[src/sjf_pkg.sv]
// Package: shared types and constants of the shortest-job-first scheduler.
package sjf_pkg;

   localparam int TableDepth = 16;
   localparam int MaxCpus    = 8;
   localparam int IdxW       = $clog2(TableDepth);
   localparam int CntW       = $clog2(TableDepth + 1);

   localparam logic [1:0] StatusAccepted = 2'd0;
   localparam logic [1:0] StatusFull     = 2'd1;
   localparam logic [1:0] StatusSlot     = 2'd2;

   localparam logic ReqAdd  = 1'b0;
   localparam logic ReqTick = 1'b1;

   typedef struct packed {
      logic [7:0]  user;
      logic [7:0]  job;
      logic [15:0] arrival;
      logic [15:0] remaining;
      logic [15:0] order;
   } entry_type;

   typedef struct packed {
      logic [1:0]  status;
      logic [2:0]  cpu_index;
      logic        busy_res;
      logic [7:0]  ran_job;
      logic        job_done;
      logic [7:0]  owner;
      logic [15:0] finish_time;
      logic [15:0] tick_time;
      logic        last;
   } result_type;

   typedef enum logic [2:0] {
      ST_IDLE,
      ST_SCAN,
      ST_WAIT,
      ST_UPDATE,
      ST_EMIT
   } state_type;

   // true if candidate a ranks ahead of b: shorter remaining, then earlier arrival, then lower submission order
   function automatic logic ranks_ahead(entry_type a, entry_type b);
      logic r;
      if (a.remaining != b.remaining) begin
         r = a.remaining < b.remaining;
      end else if (a.arrival != b.arrival) begin
         r = a.arrival < b.arrival;
      end else begin
         r = a.order < b.order;
      end
      return r;
   endfunction

endpackage

[src/sjf_table.sv]
// Job table memory: one synchronous write port, one registered read port.
module sjf_table
   import sjf_pkg::*;
(
   input  logic            clock,
   input  logic            wr_en,
   input  logic [IdxW-1:0] wr_addr,
   input  entry_type       wr_data,
   input  logic [IdxW-1:0] rd_addr,
   output entry_type       rd_data
);

   entry_type mem [TableDepth];
   entry_type rd_data_ff;

   always_ff @(posedge clock) begin
      if (wr_en) begin
         mem[wr_addr] <= wr_data;
      end
      rd_data_ff <= mem[rd_addr];
   end

   assign rd_data = rd_data_ff;

endmodule

[src/sjf_multi_cpu_tick_scheduler_top.sv]
// Top level: shortest-job-first job table dispatching to several CPUs per tick.
//
// Input words on req_* carry either an add (req_type 0) or a tick (req_type 1).
// An add finds the lowest free entry from the valid bits, writes the job to
// the table memory and returns one word: accepted or table full. rsp_tvalid
// rises in the cycle after acceptance.
// A tick advances time, then for each CPU slot scans all table entries
// through the one registered memory read port (one entry a cycle), picks
// the shortest eligible unpicked job, decrements or retires it with a
// read-modify-write, and returns one slot report.
// The table read port and the per-slot scan set the length of a tick.
// The csr_* channel sets num_cpus (0 acts as 1, above 8 acts as 8); write it
// only while idle.
// Reset clears valid bits, time, submission count and num_cpus to 1; the
// table contents need no clearing. A stalled rsp_tready holds the result
// register and the sequencer; no new input word is taken until the current
// one has delivered all results.
module sjf_multi_cpu_tick_scheduler_top
   import sjf_pkg::*;
(
   input  logic        clock,
   input  logic        reset,
   input  logic        req_tvalid,
   output logic        req_tready,
   input  logic [47:0] req_tdata,  // user_id, job_id, arrival_time, duration
   input  logic        req_tuser,  // req_type
   output logic        rsp_tvalid,
   input  logic        rsp_tready,
   output logic [63:0] rsp_tdata,  // status, cpu_index, busy_res, ran_job, job_done,
                                   // owner, finish_time, tick_time, zero pad
   output logic        rsp_tlast,  // last
   input  logic        csr_valid,
   output logic        csr_ready,
   input  logic [3:0]  csr_data    // num_cpus
);

   state_type        state_ff, state_in;
   logic [TableDepth-1:0] valid_ff, valid_in;
   logic [TableDepth-1:0] picked_ff, picked_in;
   logic [15:0]      time_ff, time_in;
   logic [15:0]      submit_ff, submit_in;
   logic [3:0]       ncpu_ff;
   logic [3:0]       cpu_ff, cpu_in;
   logic [3:0]       ncount_ff, ncount_in;
   logic [CntW-1:0]  scan_ff, scan_in;
   logic [IdxW-1:0]  cand_ff, cand_in;
   logic             cand_ok_ff, cand_ok_in;
   logic [IdxW-1:0]  best_ff, best_in;
   logic             best_ok_ff, best_ok_in;
   entry_type        best_e_ff, best_e_in;
   result_type       res_ff, res_in;
   logic             rvalid_ff, rvalid_in;

   logic             wr_en;
   logic [IdxW-1:0]  wr_addr;
   entry_type        wr_data;
   logic [IdxW-1:0]  rd_addr;
   entry_type        rd_data;

   logic             req_fire;
   logic [IdxW-1:0]  free_idx;
   logic             free_ok;
   logic [15:0]      dur;
   logic [3:0]       ncpu_eff;
   logic             elig;

   sjf_table u_table (
      .clock   (clock),
      .wr_en   (wr_en),
      .wr_addr (wr_addr),
      .wr_data (wr_data),
      .rd_addr (rd_addr),
      .rd_data (rd_data)
   );

   assign csr_ready  = 1'b1;
   assign req_tready = (state_ff == ST_IDLE) && !rvalid_ff;
   assign req_fire   = req_tvalid && req_tready;
   assign rsp_tvalid = rvalid_ff;
   assign rsp_tdata  = {9'b0, res_ff.tick_time, res_ff.finish_time, res_ff.owner,
                        res_ff.job_done, res_ff.ran_job, res_ff.busy_res,
                        res_ff.cpu_index, res_ff.status};
   assign rsp_tlast  = res_ff.last;
   assign dur        = req_tdata[47:32];

   always_comb begin
      free_idx = '0;
      free_ok  = 1'b0;
      for (int i = TableDepth - 1; i >= 0; i--) begin
         if (!valid_ff[i]) begin
            free_idx = IdxW'(i);
            free_ok  = 1'b1;
         end
      end
   end

   always_comb begin
      if (ncpu_ff == 4'd0) begin
         ncpu_eff = 4'd1;
      end else if (ncpu_ff > 4'(MaxCpus)) begin
         ncpu_eff = 4'(MaxCpus);
      end else begin
         ncpu_eff = ncpu_ff;
      end
   end

   assign elig = cand_ok_ff && valid_ff[cand_ff] && !picked_ff[cand_ff]
                 && (rd_data.arrival <= time_ff);

   always_comb begin
      state_in   = state_ff;
      valid_in   = valid_ff;
      picked_in  = picked_ff;
      time_in    = time_ff;
      submit_in  = submit_ff;
      cpu_in     = cpu_ff;
      ncount_in  = ncount_ff;
      scan_in    = scan_ff;
      cand_in    = cand_ff;
      cand_ok_in = 1'b0;
      best_in    = best_ff;
      best_ok_in = best_ok_ff;
      best_e_in  = best_e_ff;
      res_in     = res_ff;
      rvalid_in  = rvalid_ff;
      wr_en      = 1'b0;
      wr_addr    = free_idx;
      wr_data    = '0;
      rd_addr    = scan_ff[IdxW-1:0];

      if (rvalid_ff && rsp_tready) begin
         rvalid_in = 1'b0;
      end

      case (state_ff)
         ST_IDLE: begin
            if (req_fire) begin
               if (req_tuser == ReqAdd) begin
                  res_in    = '0;
                  res_in.last = 1'b1;
                  rvalid_in = 1'b1;
                  if (free_ok) begin
                     wr_en             = 1'b1;
                     wr_data.user      = req_tdata[7:0];
                     wr_data.job       = req_tdata[15:8];
                     wr_data.arrival   = req_tdata[31:16];
                     wr_data.remaining = (dur == 16'd0) ? 16'd1 : dur;
                     wr_data.order     = submit_ff;
                     valid_in[free_idx] = 1'b1;
                     if (submit_ff != 16'hFFFF) begin
                        submit_in = submit_ff + 16'd1;
                     end
                     res_in.status = StatusAccepted;
                  end else begin
                     res_in.status = StatusFull;
                  end
               end else begin
                  if (time_ff != 16'hFFFF) begin
                     time_in = time_ff + 16'd1;
                  end
                  picked_in  = '0;
                  cpu_in     = '0;
                  ncount_in  = ncpu_eff;
                  scan_in    = '0;
                  best_ok_in = 1'b0;
                  state_in   = ST_SCAN;
               end
            end
         end
         ST_SCAN: begin
            // issue read of scan entry, evaluate previous one
            cand_in    = scan_ff[IdxW-1:0];
            cand_ok_in = 1'b1;
            if (elig && (!best_ok_ff || ranks_ahead(rd_data, best_e_ff))) begin
               best_in    = cand_ff;
               best_ok_in = 1'b1;
               best_e_in  = rd_data;
            end
            if (scan_ff == CntW'(TableDepth - 1)) begin
               state_in = ST_WAIT;
            end else begin
               scan_in = scan_ff + CntW'(1);
            end
         end
         ST_WAIT: begin
            if (elig && (!best_ok_ff || ranks_ahead(rd_data, best_e_ff))) begin
               best_in    = cand_ff;
               best_ok_in = 1'b1;
               best_e_in  = rd_data;
            end
            state_in = ST_UPDATE;
         end
         ST_UPDATE: begin
            // hold until the previous word has left the result register
            if (!rvalid_ff) begin
               res_in             = '0;
               res_in.status      = StatusSlot;
               res_in.cpu_index   = cpu_ff[2:0];
               res_in.tick_time   = time_ff;
               res_in.last        = (cpu_ff + 4'd1 == ncount_ff);
               if (best_ok_ff) begin
                  picked_in[best_ff] = 1'b1;
                  res_in.busy_res    = 1'b1;
                  res_in.ran_job     = best_e_ff.job;
                  res_in.owner       = best_e_ff.user;
                  wr_en              = 1'b1;
                  wr_addr            = best_ff;
                  wr_data            = best_e_ff;
                  if (best_e_ff.remaining <= 16'd1) begin
                     wr_data.remaining  = '0;
                     valid_in[best_ff]  = 1'b0;
                     res_in.job_done    = 1'b1;
                     res_in.finish_time = (time_ff != 16'hFFFF) ? time_ff + 16'd1 : 16'hFFFF;
                  end else begin
                     wr_data.remaining = best_e_ff.remaining - 16'd1;
                  end
               end
               state_in = ST_EMIT;
            end
         end
         ST_EMIT: begin
            if (!rvalid_ff) begin
               rvalid_in = 1'b1;
               if (res_ff.last) begin
                  state_in = ST_IDLE;
               end else begin
                  cpu_in     = cpu_ff + 4'd1;
                  scan_in    = '0;
                  best_ok_in = 1'b0;
                  state_in   = ST_SCAN;
               end
            end
         end
         default: state_in = ST_IDLE;
      endcase
   end

   always_ff @(posedge clock) begin
      if (reset) begin
         state_ff   <= ST_IDLE;
         valid_ff   <= '0;
         picked_ff  <= '0;
         time_ff    <= '0;
         submit_ff  <= '0;
         ncpu_ff    <= 4'd1;
         cpu_ff     <= '0;
         ncount_ff  <= 4'd1;
         scan_ff    <= '0;
         cand_ok_ff <= 1'b0;
         best_ok_ff <= 1'b0;
         rvalid_ff  <= 1'b0;
      end else begin
         state_ff   <= state_in;
         valid_ff   <= valid_in;
         picked_ff  <= picked_in;
         time_ff    <= time_in;
         submit_ff  <= submit_in;
         cpu_ff     <= cpu_in;
         ncount_ff  <= ncount_in;
         scan_ff    <= scan_in;
         cand_ok_ff <= cand_ok_in;
         best_ok_ff <= best_ok_in;
         rvalid_ff  <= rvalid_in;
         if (csr_valid && csr_ready) begin
            ncpu_ff <= csr_data;
         end
      end
   end

   always_ff @(posedge clock) begin
      cand_ff   <= cand_in;
      best_ff   <= best_in;
      best_e_ff <= best_e_in;
      res_ff    <= res_in;
   end

   a_emit_slot: assert property (@(posedge clock) disable iff (reset)
      (state_ff == ST_UPDATE && !rvalid_ff) |=> (state_ff == ST_EMIT))
      else $error("update not followed by emit");
   a_no_accept_busy: assert property (@(posedge clock) disable iff (reset)
      (state_ff != ST_IDLE) |-> !req_tready)
      else $error("input taken mid-tick");
   a_best_valid: assert property (@(posedge clock) disable iff (reset)
      (state_ff == ST_UPDATE && best_ok_ff) |-> valid_ff[best_ff] && !picked_ff[best_ff])
      else $error("picked entry not available");
   a_hold: assert property (@(posedge clock) disable iff (reset)
      (rvalid_ff && !rsp_tready) |=> rvalid_ff && $stable(res_ff))
      else $error("result dropped under stall");

endmodule
[config.mk]
export PLATFORM = sky130hd
export DESIGN_NAME = sjf_multi_cpu_tick_scheduler_top
export DESIGN_NICKNAME = d
export VERILOG_FILES = /design/src/sjf_pkg.sv /design/src/sjf_table.sv /design/src/sjf_multi_cpu_tick_scheduler_top.sv
export SDC_FILE = /design/constraint.sdc
export NUM_CORES = 1
export LEC_CHECK = 0
export BUFFER_PORTS_ARGS = -buffer_cell sky130_fd_sc_hd__buf_2
export CAP_MARGIN = 5
export CELL_PAD_IN_SITES_DETAIL_PLACEMENT = 0
export CELL_PAD_IN_SITES_GLOBAL_PLACEMENT = 1
export CORE_ASPECT_RATIO = 0.6
export CORE_UTILIZATION = 55
export CTS_CLUSTER_SIZE = 8
export DETAILED_ROUTE_END_ITERATION = 10
export PLACE_DENSITY = 0.85
export SLEW_MARGIN = 0
export SYNTH_ARGS = -nofsm -noshare
export SYNTH_HDL_FRONTEND = slang
export SYNTH_HIERARCHICAL = 1
export SYNTH_SLANG_ARGS = --single-unit
[constraint.sdc]
create_clock -name clock -period 16.5 [get_ports clock]
set_input_delay 0 -clock clock [delete_from_list [all_inputs] [get_ports clock]]
set_output_delay 0 -clock clock [all_outputs]
set_load 0.02 [all_outputs]
==> summary.md, run 1 <==
| Metric | Value |
|---|---|
| LEAKAGE | `19.9 nW` |
| WL final | `127 mm` |
| Power Dens Cells | `125 nW/um^2` |
| Hold crit path type | `input pin to flop` |
| Worst Setup SP | `state_ff[0]$_SDFFE_PP0P_` |
| Post-synth top flop | `edfxtp_1` |
| Cell taking the most area after synthesis | `edfxtp_1` |
| First-pass GRT wire length | `188 mm` |
| CP startpoint kind | `flop` |
| Vias per cell | `6.33` |
| Clock buffer depth | `3` |
| Sequential Power Share | `49.3%` |
| Clk pwr share | `46.8%` |
| Starting Density | `55.6%` |
| Post-CTS Resized | `0` |
| Fmax | `0.165 GHz` |
| Clock-pin slew of the registers on the worst-case setup and hold paths | `0.06 ns` |
| WL/cell | `28.2 um` |
| Post-layout util | `64.4%` |
| FF-to-FF Start | `state_ff[0]$_SDFFE_PP0P_` |
| Number of global-route vias before repair | `28.8k` |
| GR Overflow Total | `0` |
| Initial drt markers | `3813` |
| CP Depth | `8` |
| Multi-input logic area | `12600 sq um` |
| # Max-Cap Violations | `0` |
| ANT nets after route | `0` |
| CTS sink count | `1303` |
| Slew Limit Fails | `0` |
| Failing checks | `negative hold slack` |
| Seq/Total Area, Yosys | `73.7%` |
| Net switching power | `0.00159 W` |
| Critical path type | `flop to flop` |
| Die height | `238 um` |
| Number of enable flip-flop cells after synthesis | `1152` |
| Switch share | `21.5%` |
| Slowest stage delay, CP | `0.90 ns` |
| CP endpoint | `u_table/mem[0][57]$_DFFE_PP_` |
| # port buffers | `115` |
| Placer Congestion | `0.862` |
| CTS Hold Bufs | `62` |
| H-tree depth | `4` |
| Register-to-Register Setup Slack | `10.45 ns` |
| Die area | `94100 sq um` |
| Unrepaired setup endpoints after global routing | `no` |
| Cells along the critical path | `nand3_1, inv_2, nand2_1, or2_2, o21ai_0, or3b_2, nor3_2, buf_4` |
| Final hold violations | `3` |
| CTS tree | `yes` |
| Synthesized instance count | `2816` |
| Logic gate share of total power | `4.0%` |
| Final setup violation count | `0` |
| Sum Neg Setup Slack | `0 ns` |
| Share of the synthesized area in the top cell type | `67.7%` |
| IO Pins | `126` |
| Synth unique cells | `76` |
| Top delay family on crit path | `simple AND/OR/NAND/NOR gates` |
| Most frequent cells in the layout | `edfxtp_1, mux4_2, clkbuf_16` |
| Tmin final | `6.05 ns` |
| Total power | `0.00741 W` |
| Slowest-stage cell, CP | `buf_4` |
| Final worst path period share | `36.7%` |
| Antenna cells | `0` |
| R2r endpoint | `u_table/mem[0][57]$_DFFE_PP_` |
| WP data arrival | `6.43 ns` |
| Status | `finished with violations` |
| Synth Warn # | `6` |
| Crit Path Max Fanout | `53` |
| Clock Latency Late Sink | `0.78 ns` |
| Overall Global Routing Usage | `27.3%` |
| DR pass1 iterations | `6` |
| DRC | `0` |
| CTS root buffer | `clkbuf_16` |
| Share of cells above drive strength 1 | `21.6%` |
| Rows | `86` |
| CP endpoint kind | `flop` |
| Via count | `28.5k` |
| Worst Hold Slack | `-0.00515 ns` |
| Largest net degree at the start of global routing | `70` |
| Detailed placer's ending HPWL | `69.6 mm` |
| Synth area leaders | `edfxtp_1, mux4_2, dfxtp_1` |
| DIE WIDTH | `395 um` |
| Mapped Avg Cell Area | `18.1 sq um` |
| Layout Skew | `0.0341 ns` |
| CTS Buf Count | `180` |
| Worst EP required | `16.88 ns` |
| Max VDD drop | `0.107 mV` |
| Postcts setup bufs | `0` |
| Area delta synth->final | `16.0%` |
| Tightest Pin Transition | `1.36 ns` |
| Core area | `91900 sq um` |
| Syn Std Cell Area | `51100 sq um` |
| Fill cells | `6065` |
| Slew margin rel. | `8.89%` |
| Cell-internal power | `0.00582 W` |
| NumNets Final | `3253` |
| FF/Latch Area | `37600 sq um` |
| Commonest non-fill, non-tap cell in the layout | `edfxtp_1` |
| Reg2Reg Depth | `8` |
| CP bufs+invs | `2` |
| Synth Register Bits | `1303` |
| Ys async rst share | `0%` |
| Initial antenna violation count | `1` |
[metal layers]
layer / up-vias / track usage, % / share of wire (%)
met5: - / 0 / 0
met4: 0 / 8.32 / 2.2
met3: 196 / 6.19 / 11
met2: 1733 / 39.4 / 44
met1: 14700 / 41.9 / 43
li1: 11900 / - / -
[logic make-up (layout without fill, tap and decap cells)]
family | Yosys count | after routing | synth area share [%]
flip-flops | 1303 | 1303 | 73.7
AND/OR/NAND/NOR | 505 | 505 | 4.86
AO/OA/AOI/OAI | 385 | 385 | 5.15
multiplexers | 266 | 266 | 11.5
buffers and inverters | 230 | 684 | 2.12
adder cells (fa/ha/maj) | 70 | 70 | 1.72
XOR/XNOR | 55 | 55 | 0.943
other | 2 | 10 | 0.0147
[how the worst min path moves through the flow]
stage,start,endpoint,cells after the start
6_report,req_tdata[35],u_table/mem[8][19]$_DFFE_PP_,3
5_1_grt,req_tdata[35],u_table/mem[14][19]$_DFFE_PP_,3
4_1_cts,req_tdata[3],u_table/mem[0][59]$_DFFE_PP_,2
3_5_place_dp,csr_data[2],ncpu_ff[2]$_SDFFE_PP0P_,3
3_3_place_gp,csr_data[2],ncpu_ff[2]$_SDFFE_PP0P_,3
2_1_floorplan,csr_data[0],ncpu_ff[0]$_SDFFE_PP1P_,2
[cell type report]
class / instances / share of cell area [%]
Multi-Input combinational cell: 1291 / 21.2
Timing Repair Buffer: 262 / 3.08
Tap cell: 1232 / 2.60
Clock inverter: 12 / 0.380
Clock buffer: 323 / 8.62
Sequential cell: 1303 / 63.5
Inverter: 87 / 0.551
[worst register-to-register path, delay by kind of cell, from the launching register on]
| kind | cells | cell delay [ns] |
|---|---|---|
| buffers and inverters | 2 | 1.61 |
| DFF | 1 | 0.53 |
| AOI/OAI and AO/OA | 1 | 0.35 |
| and+or+nand+nor | 5 | 3.10 |
[stage by stage]
stage	worst slack (ns)	area, sq um	cells
2_1_floorplan	9.22	51100	2824
3_3_place_gp	10.91	53200	4110
3_5_place_dp	10.65	53300	4112
4_1_cts	10.63	59200	4509
5_1_grt	10.16	59200	4510
6_report	10.45	59200	4510
[sequential cells by signal, indices dropped and copies added, names as in the netlist, 3 cells and up]
| signal | count |
|---|---|
| u_table/mem | 1024 |
| ncpu_ff | 4 |
| best_ff | 4 |
| cand_ff | 4 |
| picked_ff | 16 |
| submit_ff | 16 |
| ncount_ff | 4 |
| cpu_ff | 4 |
| state_ff | 3 |
| time_ff | 16 |
| u_table/rd_data | 64 |
| best_e_ff | 64 |
| valid_ff | 16 |
| scan_ff | 5 |
| rsp_tdata | 55 |
[cells in the mapped netlist, types with 11 or more instances]
| master | instances |
|---|---|
| buf_1 | 16 |
| buf_6 | 18 |
| a22o_1 | 18 |
| and3_1 | 33 |
| o21a_1 | 17 |
| buf_2 | 19 |
| o21ai_0 | 73 |
| a22oi_1 | 128 |
| mux4_2 | 258 |
| inv_1 | 83 |
| nand4_1 | 25 |
| ha_1 | 70 |
| nand3_1 | 41 |
| o211ai_1 | 11 |
| nand2_1 | 165 |
| buf_4 | 16 |
| edfxtp_1 | 1152 |
| and2_1 | 13 |
| nor2_1 | 118 |
| a21oi_1 | 59 |
| dfxtp_1 | 151 |
| nor2b_1 | 11 |
| nor3_1 | 26 |
| xnor2_1 | 39 |
| xor2_1 | 16 |
| nand2b_1 | 12 |
| o31ai_1 | 11 |
| clkbuf_1 | 74 |
| a21o_1 | 13 |
| or3_1 | 11 |
[power groups by stage]
stage / Combinational, W / Clock (W) / Sequential (W)
after global routing: 0.000315 / 0.00365 / 0.00365
after CTS: 0.000293 / 0.00351 / 0.00365
final: 0.000294 / 0.00347 / 0.00365
after floorplan: 0.000191 / 0 / 0.00371
after global placement: 0.000269 / 0 / 0.00371
after detailed placement: 0.000277 / 0 / 0.00371
No activity file was read; power rests on OpenSTA's default activity.
==> inputs of run 2 (changes only) <==
--- a/config.mk
+++ b/config.mk
@@ -10,10 +10,10 @@
 export CELL_PAD_IN_SITES_DETAIL_PLACEMENT = 0
 export CELL_PAD_IN_SITES_GLOBAL_PLACEMENT = 1
 export CORE_ASPECT_RATIO = 0.6
-export CORE_UTILIZATION = 55
+export CORE_UTILIZATION = 49
 export CTS_CLUSTER_SIZE = 8
 export DETAILED_ROUTE_END_ITERATION = 10
-export PLACE_DENSITY = 0.85
+export PLACE_DENSITY = 0.81
 export SLEW_MARGIN = 0
 export SYNTH_ARGS = -nofsm -noshare
 export SYNTH_HDL_FRONTEND = slang
==> constraint.sdc (replaced) <==
create_clock -name clock -period 5.3 [get_ports clock]
set_input_delay 0 -clock clock [delete_from_list [all_inputs] [get_ports clock]]
set_output_delay 0 -clock clock [all_outputs]
set_load 0.02 [all_outputs]
==> run 2 against run 1 <==
Compared with the run above:
- hold slack gained 0.083 ns
- routed wire length shrank 0.39%
- clock power grew to 3.1 times the previous value
- sequential share of layout area shrank 0.79 points
- via count shrank 0.74%
- fmax grew 35%
- cell count grew 4.2%
- the run now ends clean
- highest routed layer is now met5
- register-to-register slack lost 9.6 ns
- first-iteration DRC count grew 0.68%
- sequential cell count is the same
- total power grew to 3.1 times the previous value
==> summary.md, run 2 (synthesis gave the netlist of run 1 again) <==
| Metric | Value |
|---|---|
| Fill cells | `7421 (was 6065)` |
| ANT nets after route | `0 (unchanged)` |
| CTS root buffer | `clkbuf_16 (unchanged)` |
| Area delta synth->final | `17.4% (was 16.0%)` |
| Sequential Power Share | `49.4% (was 49.3%)` |
| Initial drt markers | `3839 (was 3813)` |
| WP data arrival | `4.92 ns (was 6.43 ns)` |
| Reg2Reg Depth | `11 (was 8)` |
| Hold path start | `req_tdata[25] (was req_tdata[35])` |
| Clock buffer depth | `3 (unchanged)` |
| CTS Buf Count | `180 (unchanged)` |
| Clock-pin slew of the registers on the worst-case setup and hold paths | `0.05 ns (was 0.06 ns)` |
| Slew margin rel. | `16.0% (was 8.89%)` |
| Die height | `252 um (was 238 um)` |
| Number of global-route vias before repair | `28.5k (was 28.8k)` |
| Detailed placer's ending HPWL | `74.2 mm (was 69.6 mm)` |
| CTS tree | `yes (unchanged)` |
| Logic gate share of total power | `4.1% (was 4.0%)` |
| Via count | `28.3k (was 28.5k)` |
| Final setup violation count | `0 (unchanged)` |
| Core area | `103000 sq um (was 91900 sq um)` |
| R2r endpoint | `u_table/mem[2][6]$_DFFE_PP_ (was u_table/mem[0][57]$_DFFE_PP_)` |
| Final hold violations | `0 (was 3)` |
| Most frequent cells in the layout | `edfxtp_1, mux4_2, clkbuf_16 (unchanged)` |
| Reg with most FFs | `u_table/mem (unchanged)` |
| First-pass GRT wire length | `187 mm (was 188 mm)` |
| Worst Hold End | `u_table/mem[5][41]$_DFFE_PP_ (was u_table/mem[8][19]$_DFFE_PP_)` |
| Top flop regs | `u_table/mem (1024), best_e_ff (64), u_table/rd_data (64) (unchanged)` |
| Placed cells | `4304 (was 4112)` |
| Tightest Pin Transition | `1.25 ns (was 1.36 ns)` |
| Die area | `106000 sq um (was 94100 sq um)` |
| Vias per cell | `6.03 (was 6.33)` |
| Design area | `60000 sq um (was 59200 sq um)` |
| Post-place instance area | `54000 sq um (was 53300 sq um)` |
| Slew Limit Fails | `0 (unchanged)` |
| Initial antenna violation count | `3 (was 1)` |
| Antenna cells | `0 (unchanged)` |
| Number of cells on the worst hold path | `3 (unchanged)` |
| Layout Skew | `0.0350 ns (was 0.0341 ns)` |
| DR pass1 iterations | `5 (was 6)` |
| Post-layout util | `58.2% (was 64.4%)` |
| Largest register FFs | `1024 (unchanged)` |
| Final worst path period share | `84.2% (was 36.7%)` |
| Sum Neg Setup Slack | `0 ns (unchanged)` |
| WL final | `127 mm (about the same)` |
| Share of cells above drive strength 1 | `22.3% (was 21.6%)` |
| Fin cells | `4698 (was 4510)` |
| CP endpoint kind | `flop (unchanged)` |
| IO Pins | `126 (unchanged)` |
| Switch share | `21.2% (was 21.5%)` |
| Clock Latency Late Sink | `0.78 ns (about the same)` |
| Cell-internal power | `0.0181 W (was 0.00582 W)` |
| CP startpoint kind | `flop (unchanged)` |
| Worst EP required | `5.75 ns (was 16.88 ns)` |
| Power Dens Cells | `383 nW/um^2 (was 125 nW/um^2)` |
| # Max-Cap Violations | `0 (unchanged)` |
| Crit Path Max Fanout | `23 (was 53)` |
| Clk pwr share | `46.5% (was 46.8%)` |
| Largest net degree at the start of global routing | `65 (was 70)` |
| Placer Congestion | `0.874 (was 0.862)` |
| Unrepaired setup endpoints after global routing | `no (unchanged)` |
| Overall Global Routing Usage | `24.3% (was 27.3%)` |
| CTS sink count | `1303 (unchanged)` |
| Net switching power | `0.00487 W (was 0.00159 W)` |
| NumNets Final | `3283 (was 3253)` |
| Status | `finished clean (was finished with violations)` |
| GR Overflow Total | `0 (unchanged)` |
| Tmin final | `4.46 ns (was 6.05 ns)` |
| Rows | `91 (was 86)` |
| WL/cell | `27.0 um (was 28.2 um)` |
| Max VDD drop | `0.353 mV (was 0.107 mV)` |
| Hold crit path type | `input pin to flop (unchanged)` |
| DIE WIDTH | `419 um (was 395 um)` |
| LEAKAGE | `20.0 nW (was 19.9 nW)` |
| Commonest non-fill, non-tap cell in the layout | `edfxtp_1 (unchanged)` |
| Critical path type | `flop to flop (unchanged)` |
| FF-to-FF Start | `state_ff[2]$_SDFFE_PP0P_ (was state_ff[0]$_SDFFE_PP0P_)` |
| H-tree depth | `4 (unchanged)` |
| Starting Density | `49.6% (was 55.6%)` |
| Register-to-Register Setup Slack | `0.84 ns (was 10.45 ns)` |
| Fmax | `0.224 GHz (was 0.165 GHz)` |
| Total power | `0.0230 W (was 0.00741 W)` |
| # port buffers | `115 (unchanged)` |
| DRC | `0 (unchanged)` |
run 2: changes by cell type in the layout (fill, tap and decap cells not counted), sizes merged:
cell         change
clkinv           -1
inv              +1
buf             +29
dlygate4sd3      +2
clkbuf           -6
run 2: critical path: stages, from the launching register on:
cell and delay, ns:
dfxtp_1 0.53, inv_2 0.10, nand3_1 0.10, buf_4 0.27, inv_2 0.25, nand2_1 0.29
or2_2 0.40, nor2_1 0.09, nor2_1 0.57, nand2b_1 0.41, nor2_4 0.81, buf_12 0.28
run 2: power by group through the flow:
stage,logic [W],clock network (W),registers [W]
final,0.000941,0.0107,0.0114
after global routing,0.00101,0.0113,0.0114
after CTS,0.000942,0.0108,0.0114
after detailed placement,0.000896,0,0.0115
after global placement,0.000873,0,0.0115
after floorplan,0.000594,0,0.0116
run 2: layout make-up:
type                    count  area [sq um]  area share, %
multi-input cells        1291         12600           21.0
inverters                  87           327          0.545
clock buffers             318          5090           8.48
flip-flops and latches   1303         37600           62.7
clock inverters            12           220          0.367
well taps                1395          1750           2.91
repair buffers            292          2380           3.96
run 2: how the worst max path moves through the flow:
stage                                   endpoint  slack (ns)                     start  depth (start not counted)
floorplan           u_table/mem[12][0]$_DFFE_PP_       -1.42  state_ff[2]$_SDFFE_PP0P_                          9
global placement     u_table/mem[2][6]$_DFFE_PP_        1.09  state_ff[0]$_SDFFE_PP0P_                         10
detailed placement   u_table/mem[3][1]$_DFFE_PP_        0.98  state_ff[0]$_SDFFE_PP0P_                         10
CTS                 u_table/mem[2][39]$_DFFE_PP_        0.93  state_ff[0]$_SDFFE_PP0P_                         10
global route         u_table/mem[2][6]$_DFFE_PP_        0.58  state_ff[2]$_SDFFE_PP0P_                         11
finish               u_table/mem[2][6]$_DFFE_PP_        0.84  state_ff[2]$_SDFFE_PP0P_                         11
run 2: through the flow:
| step | setup slack (ns) | hold slack (ns) |
|---|---|---|
| after global placement | 1.09 | 0.227 |
| final | 0.836 | 0.0781 |
| after global routing | 0.579 | 0.0605 |
| after CTS | 0.935 | 0.0260 |
| after detailed placement | 0.981 | 0.243 |
| after floorplan | -1.42 | 0.128 |
run 2: layer usage:
layer  vias to the layer above  GRT usage (%)  part of all wire (%)
li1                      12000              -                     -
met1                     14500           37.4                    43
met2                      1598           34.0                    43
met3                       201           6.36                    12
met4                         2           7.40                   2.2
met5                         -              0                 0.010
run 2: what timing repair did:
action                                  4_1_cts  5_1_grt
endpoints found under the setup margin        0        0
hold endpoints to repair                    767        0
hold buffers                                 64        0
buffers inserted                              0        0
gates resized for setup                       0        0
